<file path="src/rtl/rpr_pkg.sv">
`default_nettype none
package rpr_pkg;

    localparam int unsigned CordicSteps = 24;
    localparam int unsigned MulSteps    = 32;
    localparam logic [31:0] QuarterTurn = 32'h4000_0000;
    localparam logic [31:0] HalfTurn    = 32'h8000_0000;
    localparam logic [31:0] ThreeQuarter = 32'hC000_0000;
    localparam logic [63:0] PiQ29       = 64'd1686629713;
    localparam logic [29:0] GainQ30     = 30'd652032874;
    localparam logic [7:0]  MaxPosesReset = 8'd4;

    typedef struct packed {
        logic               frame_start;
        logic signed [15:0] box_left;
        logic signed [15:0] box_top;
        logic signed [15:0] box_right;
        logic signed [15:0] box_bottom;
        logic signed [15:0] first_key_x;
        logic signed [15:0] first_key_y;
        logic signed [15:0] second_key_x;
        logic signed [15:0] second_key_y;
    } in_t;

    typedef struct packed {
        logic signed [15:0] angle;
        logic signed [15:0] center_x;
        logic signed [15:0] center_y;
        logic        [14:0] side;
        logic signed [15:0] corner0_x;
        logic signed [15:0] corner0_y;
        logic signed [15:0] corner1_x;
        logic signed [15:0] corner1_y;
        logic signed [15:0] corner2_x;
        logic signed [15:0] corner2_y;
        logic signed [15:0] corner3_x;
        logic signed [15:0] corner3_y;
    } out_t;

    typedef enum logic [2:0] {
        ST_IDLE,
        ST_ATAN,
        ST_RINIT,
        ST_ROT,
        ST_DONE
    } state_t;

    function automatic logic [31:0] atan_bam(input logic [4:0] i);
        logic [31:0] v;
        begin
            unique case (i)
                5'd0:  v = 32'h20000000;
                5'd1:  v = 32'h12E4051E;
                5'd2:  v = 32'h09FB385B;
                5'd3:  v = 32'h051111D4;
                5'd4:  v = 32'h028B0D43;
                5'd5:  v = 32'h0145D7E1;
                5'd6:  v = 32'h00A2F61E;
                5'd7:  v = 32'h00517C55;
                5'd8:  v = 32'h0028BE53;
                5'd9:  v = 32'h00145F2F;
                5'd10: v = 32'h000A2F98;
                5'd11: v = 32'h000517CC;
                5'd12: v = 32'h00028BE6;
                5'd13: v = 32'h000145F3;
                5'd14: v = 32'h0000A2FA;
                5'd15: v = 32'h0000517D;
                5'd16: v = 32'h000028BE;
                5'd17: v = 32'h0000145F;
                5'd18: v = 32'h00000A30;
                5'd19: v = 32'h00000518;
                5'd20: v = 32'h0000028C;
                5'd21: v = 32'h00000146;
                5'd22: v = 32'h000000A3;
                5'd23: v = 32'h00000051;
                default: v = 32'h00000000;
            endcase
            return v;
        end
    endfunction

endpackage
`default_nettype wire

</file>
<file path="src/rtl/rotated_pose_roi_top.sv">
// Rotated square ROI from one detected pose. An accepted item that is within the
// per-frame pose limit is worked on in order: 24 iterations of the atan2 CORDIC
// stage, a set-up state, the 32 serial steps of the bit-serial angle scaling
// multiplier (the 24 rotation CORDIC iterations run inside that window) and a last
// state that forms the corners and loads the result once the output register is free.
// The multiplier's serial steps and the atan2 iterations set how long an item takes.
// The next item can be taken in the cycle after the result is loaded. Items past the
// limit are dropped in the cycle they are accepted. The input stalls while an item is
// in work; the output register lets the next item start while a result waits.
`default_nettype none
module rotated_pose_roi_top (
    input  wire logic         clk,
    input  wire logic         rst_n,
    input  wire logic         in_valid,
    output logic              in_stall,
    input  wire rpr_pkg::in_t in_data,
    output logic              out_valid,
    input  wire logic         out_stall,
    output rpr_pkg::out_t     out_data,
    input  wire logic         cfg_valid,
    output logic              cfg_ready,
    input  wire logic [7:0]   cfg_data
);
    import rpr_pkg::*;

    state_t state_reg, state_next;
    logic [7:0] max_poses_reg, pose_count_reg;
    logic [4:0] step_cnt_reg;
    logic       out_valid_reg;
    out_t       out_reg;

    logic signed [31:0] ax_reg, ay_reg;
    logic        [31:0] az_reg;
    logic               zero_reg;
    logic        [17:0] lng3_reg;
    logic        [47:0] r_reg;
    logic signed [15:0] cx_reg, cy_reg;
    logic        [14:0] side_reg;
    logic signed [49:0] rx_reg, ry_reg;
    logic signed [33:0] rz_reg;
    logic        [31:0] sa_sr_reg;
    logic        [63:0] prod_reg, mc_reg;

    logic in_accept, load_out;
    logic [7:0] cnt_eff;
    logic pass;

    // Capture arithmetic.
    logic signed [16:0] dx, dy, w, h, lng_s, sum_x, sum_y;
    logic signed [31:0] dx_ext, dy_ext;
    logic        [15:0] lng;
    logic        [17:0] lng3;
    logic        [16:0] half3;

    // CORDIC steps.
    logic signed [31:0] ash_x, ash_y, ax_next, ay_next;
    logic        [31:0] az_next, tab;
    logic signed [49:0] rsh_x, rsh_y, rx_next, ry_next;
    logic signed [33:0] rz_next;
    logic        [31:0] rot, rot_fold;
    logic               fold;
    logic        [63:0] prod_next;

    assign in_accept = in_valid && !in_stall;
    assign cfg_ready = 1'b1;
    assign out_valid = out_valid_reg;
    assign out_data  = out_reg;

    assign cnt_eff = in_data.frame_start ? 8'd0 : pose_count_reg;
    assign pass    = cnt_eff < max_poses_reg;

    always_comb
    begin
        dx = 17'(in_data.second_key_x) - 17'(in_data.first_key_x);
        dy = 17'(in_data.first_key_y) - 17'(in_data.second_key_y);
        dx_ext = {{3{dx[16]}}, dx, 12'd0};
        dy_ext = {{3{dy[16]}}, dy, 12'd0};
        w = 17'(in_data.box_right) - 17'(in_data.box_left);
        h = 17'(in_data.box_bottom) - 17'(in_data.box_top);
        lng_s = (w > h) ? w : h;
        lng = lng_s[16] ? 16'd0 : lng_s[15:0];
        lng3 = 18'(lng) + {1'b0, lng, 1'b0};
        half3 = lng3[17:1];
        sum_x = 17'(in_data.box_left) + 17'(in_data.box_right);
        sum_y = 17'(in_data.box_top) + 17'(in_data.box_bottom);
    end

    always_comb
    begin
        tab   = atan_bam(step_cnt_reg);
        ash_x = ax_reg >>> step_cnt_reg;
        ash_y = ay_reg >>> step_cnt_reg;
        if (ay_reg > 0)
        begin
            ax_next = ax_reg + ash_y;
            ay_next = ay_reg - ash_x;
            az_next = az_reg + tab;
        end
        else
        begin
            ax_next = ax_reg - ash_y;
            ay_next = ay_reg + ash_x;
            az_next = az_reg - tab;
        end

        rsh_x = rx_reg >>> step_cnt_reg;
        rsh_y = ry_reg >>> step_cnt_reg;
        if (!rz_reg[33])
        begin
            rx_next = rx_reg - rsh_y;
            ry_next = ry_reg + rsh_x;
            rz_next = rz_reg - $signed({2'b00, tab});
        end
        else
        begin
            rx_next = rx_reg + rsh_y;
            ry_next = ry_reg - rsh_x;
            rz_next = rz_reg + $signed({2'b00, tab});
        end

        rot      = QuarterTurn - az_reg;
        fold     = (rot > QuarterTurn) && (rot < ThreeQuarter);
        rot_fold = fold ? rot + HalfTurn : rot;

        // The sign bit of the angle carries negative weight.
        prod_next = prod_reg;
        if (sa_sr_reg[0])
        begin
            if (step_cnt_reg == 5'(MulSteps - 1))
                prod_next = prod_reg - mc_reg;
            else
                prod_next = prod_reg + mc_reg;
        end
    end

    function automatic logic signed [15:0] corner(input logic signed [15:0] c,
                                                  input logic signed [51:0] off);
        logic signed [51:0] t;
        logic signed [19:0] v;
        begin
            t = off + 52'sd2147483648;
            v = 20'(c) + t[51:32];
            if (v > 20'sd32767)
                return 16'sh7FFF;
            else if (v < -20'sd32768)
                return 16'sh8000;
            else
                return v[15:0];
        end
    endfunction

    logic signed [51:0] c52, s52;
    out_t res;
    always_comb
    begin
        c52 = 52'(rx_reg);
        s52 = 52'(ry_reg);
        res.angle     = prod_reg[62:47];
        res.center_x  = cx_reg;
        res.center_y  = cy_reg;
        res.side      = side_reg;
        res.corner0_x = corner(cx_reg, s52 - c52);
        res.corner0_y = corner(cy_reg, -s52 - c52);
        res.corner1_x = corner(cx_reg, c52 + s52);
        res.corner1_y = corner(cy_reg, s52 - c52);
        res.corner2_x = corner(cx_reg, c52 - s52);
        res.corner2_y = corner(cy_reg, s52 + c52);
        res.corner3_x = corner(cx_reg, -c52 - s52);
        res.corner3_y = corner(cy_reg, c52 - s52);
    end

    always_comb
    begin
        state_next = state_reg;
        unique case (state_reg)
            ST_IDLE:  if (in_accept && pass) state_next = ST_ATAN;
            ST_ATAN:  if (step_cnt_reg == 5'(CordicSteps - 1)) state_next = ST_RINIT;
            ST_RINIT: state_next = ST_ROT;
            ST_ROT:   if (step_cnt_reg == 5'(MulSteps - 1)) state_next = ST_DONE;
            ST_DONE:  if (!out_valid_reg || !out_stall) state_next = ST_IDLE;
            default:  state_next = ST_IDLE;
        endcase
    end

    always_comb
    begin
        in_stall = 1'b1;
        load_out = 1'b0;
        unique case (state_reg)
            ST_IDLE:  in_stall = 1'b0;
            ST_DONE:  load_out = !out_valid_reg || !out_stall;
            default:  in_stall = 1'b1;
        endcase
    end

    always_ff @(posedge clk or negedge rst_n)
    begin
        if (!rst_n)
        begin
            state_reg      <= ST_IDLE;
            max_poses_reg  <= MaxPosesReset;
            pose_count_reg <= 8'd0;
            step_cnt_reg   <= 5'd0;
            out_valid_reg  <= 1'b0;
        end
        else
        begin
            state_reg <= state_next;
            if (cfg_valid && cfg_ready)
                max_poses_reg <= cfg_data;
            if (in_accept)
                pose_count_reg <= pass ? cnt_eff + 8'd1 : cnt_eff;
            if (state_reg != state_next)
                step_cnt_reg <= 5'd0;
            else
                step_cnt_reg <= step_cnt_reg + 5'd1;
            if (load_out)
                out_valid_reg <= 1'b1;
            else if (out_valid_reg && !out_stall)
                out_valid_reg <= 1'b0;
        end
    end

    always_ff @(posedge clk)
    begin
        if (in_accept)
        begin
            zero_reg <= (dx == 17'sd0) && (dy == 17'sd0);
            if (dx < 0)
            begin
                ax_reg <= -dx_ext;
                ay_reg <= -dy_ext;
                az_reg <= HalfTurn;
            end
            else
            begin
                ax_reg <= dx_ext;
                ay_reg <= dy_ext;
                az_reg <= 32'd0;
            end
            lng3_reg <= lng3;
            side_reg <= (half3 > 17'd32767) ? 15'h7FFF : half3[14:0];
            cx_reg   <= sum_x[16:1];
            cy_reg   <= sum_y[16:1];
        end
        if (state_reg == ST_ATAN)
        begin
            r_reg <= 48'(lng3_reg) * 48'(GainQ30);
            // Coincident keypoints keep the atan2 angle accumulator at zero.
            if (!zero_reg)
            begin
                ax_reg <= ax_next;
                ay_reg <= ay_next;
                az_reg <= az_next;
            end
        end
        if (state_reg == ST_RINIT)
        begin
            rx_reg    <= fold ? -$signed({2'b00, r_reg}) : $signed({2'b00, r_reg});
            ry_reg    <= 50'sd0;
            rz_reg    <= 34'($signed(rot_fold));
            sa_sr_reg <= rot;
            prod_reg  <= 64'd0;
            mc_reg    <= PiQ29;
        end
        if (state_reg == ST_ROT)
        begin
            if (step_cnt_reg < 5'(CordicSteps))
            begin
                rx_reg <= rx_next;
                ry_reg <= ry_next;
                rz_reg <= rz_next;
            end
            prod_reg  <= prod_next;
            mc_reg    <= {mc_reg[62:0], 1'b0};
            sa_sr_reg <= {1'b0, sa_sr_reg[31:1]};
        end
        if (load_out)
            out_reg <= res;
    end

endmodule
`default_nettype wire

</file>
<file path="config.mk">
export PLATFORM = sky130hd
export DESIGN_NAME = rotated_pose_roi_top
export DESIGN_NICKNAME = d
export VERILOG_FILES = /design/src/rtl/rpr_pkg.sv /design/src/rtl/rotated_pose_roi_top.sv
export SDC_FILE = /design/constraint.sdc
export NUM_CORES = 2
export LEC_CHECK = 0
export BUFFER_PORTS_ARGS = -buffer_cell sky130_fd_sc_hd__buf_2
export CAP_MARGIN = 20
export CORE_AREA = 2 2 430 432
export DETAILED_ROUTE_END_ITERATION = 10
export DIE_AREA = 0 0 432 434
export PLACE_DENSITY = 0.62
export SYNTH_ARGS = -nofsm -noshare
export SYNTH_HDL_FRONTEND = slang
export SYNTH_SLANG_ARGS = --single-unit
</file>
<file path="constraint.sdc">
create_clock -name clk -period 18.29 [get_ports clk]
set_input_delay 2.7435 -clock clk [delete_from_list [all_inputs] [get_ports clk]]
set_output_delay 2.7435 -clock clk [all_outputs]
set_load 0.05 [all_outputs]
</file>
Yosys cells after proc, flatten, opt, wreduce, memory -nomap -nowiden
Memory sizes are Yosys's and may differ from the RTL's.
Index checks and enable logic that the tools add are counted.
{ "word_totals": {"inputBits": 142, "mem_count": 1, "out_inout_bits": 194, "ff_bits": 719, "rom_bits": 960} }
{ "op_classes": {"n_eq_ne": 8, "n_reduce_logical": 14, "mul": 1, "n_mux": 59, "n_addsub": 48, "n_lt_le_gt_ge": 24, "shifts": 4} }
{ "memory_table": {"columns": ["memory", "words", "width", "rd", "rd_clocked_by_memory_dff", "wr", "line_no", "rtl"], "rows": [
  ["(no name shown)", 32, 30, 1, 0, 0, "rpr_pkg.sv:51", "unique case (i)"]
]} }
{ "op_table": {"columns": ["op", "count"], "rows": [
  ["$mux W32", 16],
  ["$mux W50", 9],
  ["$mux W64", 6],
  ["$add A20 B20 Y20", 8],
  ["$gt A20 B16 Y1 const B", 8],
  ["$lt A20 B16 Y1 const B", 8],
  ["$add A51 B33 Y52 const B", 3],
  ["$mux W16", 9],
  ["$mux W34", 4],
  ["$add A52 B33 Y52 const B", 2],
  ["$neg A50 Y52", 2],
  ["$sub A52 B50 Y52", 2],
  ["$sub A50 B50 Y51", 2],
  ["$add A50 B50 Y50", 2],
  ["$sshr A50 B5 Y50", 2],
  ["$sub A50 B50 Y50", 2],
  ["$add A32 B32 Y32", 3],
  ["$sub A32 B32 Y32", 3],
  ["$sub A16 B16 Y17", 4],
  ["$add A64 B64 Y64", 1],
  ["$neg A29 Y32", 2],
  ["$sshr A32 B5 Y32", 2],
  ["$sub A64 B64 Y64", 1],
  ["$mux W31", 2],
  ["38 further kinds", 55]
]} }

Longest topological paths before layout
{ "logic_depth": {"depth_word": 7, "ltp_mapped": 37} }

Worst setup path after synthesis
OpenSTA, ideal clock, no wires.
{ "synth_path": {"kind": "input to register", "startpoint": "input out_stall", "endpoint": "register out_reg, in the netlist out_data[0], enable pin", "arrival_ns": 11.704, "path_slack_ns": 5.781, "path_buffers": 0, "stages": 1, "cell_sequence": "a21oi_1"} }
{ "synth_via": {"elab_chain_cells": 3} }
{ "synth_lines": {"columns": ["item", "line_no", "rtl"], "rows": [
  ["from (decl)", "rotated_pose_roi_top.sv:18", "input wire logic out_stall,"],
  ["$logic_not A1 Y1", "rotated_pose_roi_top.sv:191", "ST_DONE: load_out = !out_valid_reg || !out_stall;"],
  ["$logic_or A1 B1 Y1", "rotated_pose_roi_top.sv:191", null],
  ["$mux W1", "rotated_pose_roi_top.sv:189", "unique case (state_reg)"],
  ["to (signal assigned)", "rotated_pose_roi_top.sv:279", "out_reg <= res;"],
  ["to (decl)", "rotated_pose_roi_top.sv:30", "out_t out_reg;"]
]} }
No other way between the ends.
A chain may end at the register's enable or synchronous reset.

Worst setup path after layout
{ "layout_path": {"startpoint": "input in_data[113] (netlist bit)", "endpoint": "register side_reg[13] (data pin)"} }
{ "layout_via": {"elab_chain_cells": 6} }
{ "layout_lines": {"columns": ["item", "line_no", "rtl"], "rows": [
  ["from (decl)", "rotated_pose_roi_top.sv:16", "input wire rpr_pkg::in_t in_data,"],
  ["$sub A16 B16 Y17 (*)", "rotated_pose_roi_top.sv:78", "w = 17'(in_data.box_right) - 17'(in_data.box_left);"],
  ["$gt A17 B17 Y1", "rotated_pose_roi_top.sv:80", "lng_s = (w > h) ? w : h;"],
  ["$mux W17 (*)", "rotated_pose_roi_top.sv:80", null],
  ["$mux W16 (*)", "rotated_pose_roi_top.sv:81", "lng = lng_s[16] ? 16'd0 : lng_s[15:0];"],
  ["$add A16 B17 Y18 (*)", "rotated_pose_roi_top.sv:82", "lng3 = 18'(lng) + {1'b0, lng, 1'b0};"],
  ["$gt A17 B15 Y1", "rotated_pose_roi_top.sv:242", "side_reg <= (half3 > 17'd32767) ? 15'h7FFF : half3[14:0];"],
  ["to (signal assigned)", "rotated_pose_roi_top.sv:242", null],
  ["to (decl)", "rotated_pose_roi_top.sv:38", "logic [14:0] side_reg;"]
]} }
Every way passes the cells marked *; elsewhere a longest branch is shown, timed or not.

==> flow_results.org <==
** GRT
- The first global-routing pass estimated 405,000 um of wire.
- Global-route met3 utilization :: 3.33%
- Met1 track demand over resource :: 38.4%
- Across every metal layer, demand over resource in global routing totals 27.3%.
- Met2 usage in global routing :: 43.6%
- Via count of the first global-routing pass :: about 70,000
- Maximum number of pins on one net before global-route repair :: just over 90
- Global routing finished with a remaining overflow of 0.
- The number of antenna violations at the first check in global routing came to 3.
- met2 is the most crowded layer.

** Drt
- Before antenna repair, the detailed router went through 8 iterations.
- Number of DRC violations after detailed-routing iteration 0 :: about 6,200
- For this run, design rule violations remaining after detail routing come to 0.
- WL per Instance :: 21.2 um
- Total length of routed wires :: 262,000 um
- Post-detailed-route via-to-cell ratio :: between 5 and 6
- The detailed router placed roughly 73,000 vias in this run.
- Count of antenna-violating nets left after detailed routing :: 0

** Worst setup path
- Largest fanout of any net on the critical path :: 17
- Setup slack on the worst reg-to-reg path comes out at 8.85 ns.
- Critical path arrival :: 10.36 ns
- At the worst endpoint, the required time is 18.75 ns.
- Worst stage delay on the critical path :: 0.59 ns
- Critical Path Most Common Cell :: sky130_fd_sc_hd__a21oi_1
- The worst setup path is captured at a flip-flop.
- The worst setup path is launched from an input pin.
- The largest individual stage delay along the critical path comes from the cell sky130_fd_sc_hd__o31a_1.
- The setup path with the least slack is of type input pin to flip-flop.

** Hold path
- The worst hold path belongs to the class flip-flop to flip-flop.

** Synth
- The most common cell in the synthesized netlist is sky130_fd_sc_hd__ha_1.
- In the synthesized netlist, the number of instances is 9,726.
- Synth cell count leaders :: sky130_fd_sc_hd__ha_1, sky130_fd_sc_hd__nand2_1, sky130_fd_sc_hd__inv_1, sky130_fd_sc_hd__nor2_1, sky130_fd_sc_hd__a21oi_1
- A synthesized cell averages about 8.8 sq um.
- Counting flops and latches in the post-synthesis netlist gives 717.
- Number of nets produced by synthesis :: around 11,000
- Number of distinct standard cells referenced by the synthesized netlist :: 102
- Of the post-synthesis cell area, the dominant cell type holds between 10% and 20%.
- By area the synthesized netlist is led by sky130_fd_sc_hd__ha_1, sky130_fd_sc_hd__edfxtp_1, sky130_fd_sc_hd__xnor2_1.
- Number of enable-type register cells in the synthesized netlist :: 460
- The largest total area in the synthesized netlist belongs to sky130_fd_sc_hd__ha_1.
- For this run, the leading register cell type out of synthesis is sky130_fd_sc_hd__edfxtp_1.
- Synth warnings :: 0
- The cell area that synthesis handed to floorplanning was 85,400 sq um.
- Of the synthesized area, sequential elements account for 22.3%.
- For this run, asynchronously set or reset flops after synthesis account for about 3.5%.

** Cells and area
- Total area of multi-input combinational cells :: 62,100 sq um
- Number of flip-flops under the largest register name :: approximately 190
- Total Nets Final :: 11,400
- Utilization after layout :: roughly half
- The layout has 17,200 filler cells.
- Share of layout cells above drive strength 1 :: 9.49%
- Count of placed standard cells in the final layout, fillers left out :: 12,300
- Final design instance area without fill :: 92,400 sq um
- From synthesis to final layout, the design area changed by 8.24%.
- Registers take between 15,000 and 20,000 sq um.

** STA
- Highest attainable clock frequency :: approximately 100 MHz
- Final slew viol count :: 0
- After routing, the total negative slack on setup checks comes to 0 ns.
- Worst-case clock skew :: 0.0620 ns
- At the pin with the least slew margin, the transition time is 1.16 ns.
- Hold Vio Cnt, Final :: 0
- The routed design could run at a clock period as short as 9.90 ns.
- Setup violations remaining at the end of the flow were counted as 0.
- Setup repair after global routing left no endpoint under its margin.
- Slew Limit Headroom :: 20.7%
- Post-route fraction of the period consumed by the critical path :: 54.1%

** Placed design
- Once placement finished, the instance area stood at between 80,000 and 90,000 sq um.
- Cell count after placement :: approximately 12,000
- Number of buffer cells added on primary ports :: 334
- Placer's final routability congestion estimate :: 0.970
- Final HPWL from detailed placement :: 207,000 um

** Clocking
- # Post-CTS Setup Buffers :: 0
- H-tree level count :: 3
- The later pin in the worst-skew pair is clocked with a latency of between 0.7 and 0.8 ns.
- The root buffer cell chosen for the clock tree is sky130_fd_sc_hd__clkbuf_16.
- TritonCTS built the clock tree.
- Maximum root-to-sink buffer count :: 3
- After clock tree synthesis, the flow added hold-fix buffers numbering 0.
- The clock net in this run drives a total of roughly 720 sinks.
- Clock-pin slew was measured on the worst setup and hold paths at 0.06 ns.
- Once the clock tree was built, the resizer swapped 0 gates to a different size.
- Clock buffers created by TritonCTS :: 87

** Die
- The initial utilization of the core area, before any placement, comes to about 47%.
- Floorplan die area :: roughly 190,000 sq um
- Core Region :: 182,000 sq um
- Top-Level Pins :: ~340
- Die Height :: 434 um
- Die width :: 432 um
- Standard-cell rows :: 157

** Status
- Result of the run :: complete, no violations

** Flow run
- The tool flagged a number of max-cap violations equal to 0.
## final cells by class
class,count,area share [%]
Antenna cell,1,0.00271
Clock buffer,107,2.55
Clock inverter,52,0.780
Inverter,772,3.15
Multi-Input combinational cell,7890,67.2
Sequential cell,717,20.7
Tap cell,2385,3.23
Timing Repair Buffer,412,2.46
## per-layer routing
metal  wire [um]  vias to the layer above  share of wire, %
met3       16100                      388               6.2
li1            -                    35300                 -
met1      120000                    35200                46
met4        8430                        2               3.2
met5           8                        -            0.0031
met2      118000                     2443                45
## cells by family after synthesis
logic type / share of synthesized area (%)
buf+inv: 5.12
compound gates: 19.7
fa+ha+maj: 22.2
xor+xnor: 9.22
simple gates: 14.1
other cells: 0.00439
flops: 22.3
mux: 7.22
## metrics by stage
step / hold slack (ns) / worst slack (ns)
6_report: 0.420 / 8.39
5_1_grt: 0.428 / 7.67
4_1_cts: 0.422 / 8.52
3_5_place_dp: 0.408 / 7.76
3_3_place_gp: 0.407 / 7.92
2_1_floorplan: 0.400 / 5.78
## layout by cell type, fill, tap and decap left out, types with 127 or more instances in the layout
cell	count
sky130_fd_sc_hd__xor2_1	359
sky130_fd_sc_hd__nand3_1	160
sky130_fd_sc_hd__edfxtp_1	460
sky130_fd_sc_hd__mux2i_1	127
sky130_fd_sc_hd__dfxtp_1	231
sky130_fd_sc_hd__nor2_1	729
sky130_fd_sc_hd__inv_1	764
sky130_fd_sc_hd__buf_2	334
sky130_fd_sc_hd__o21ai_0	664
sky130_fd_sc_hd__nor3_1	174
sky130_fd_sc_hd__a21oi_1	714
sky130_fd_sc_hd__fa_1	234
sky130_fd_sc_hd__mux4_2	185
sky130_fd_sc_hd__nand2_1	797
sky130_fd_sc_hd__xnor2_1	539
sky130_fd_sc_hd__ha_1	1141
sky130_fd_sc_hd__a21o_1	361
## worst max-delay path: cells and delay by family
family	cells	cell delay [ns]
xor gates and xnor gates	2	0.30
and+or+nand+nor	8	1.33
adders and majority gates	3	0.98
AOI/OAI and AO/OA	18	4.59
buffers and inverters	3	0.43
## final timing paths
path                                                     end                       from  cells past startpoint
worst min register to register       out_data[137]$_DFFE_PP_  side_reg[9]$_SDFFCE_PN1P_                      0
min in group asynchronous       max_poses_reg[0]$_DFFE_PN0P_                      rst_n                      1
max in group asynchronous             state_reg[0]$_DFF_PN0_                      rst_n                      1
worst max register to register            rx_reg[46]$_DFF_P_  step_cnt_reg[0]$_DFF_PN0_                     25
worst min-delay path                 out_data[137]$_DFFE_PP_  side_reg[9]$_SDFFCE_PN1P_                      0
worst max-delay path              side_reg[13]$_SDFFCE_PN1P_               in_data[113]                     34
Power is not shown: default switching activity piles up to over one toggle a cycle in this logic, so the estimate is an artifact.
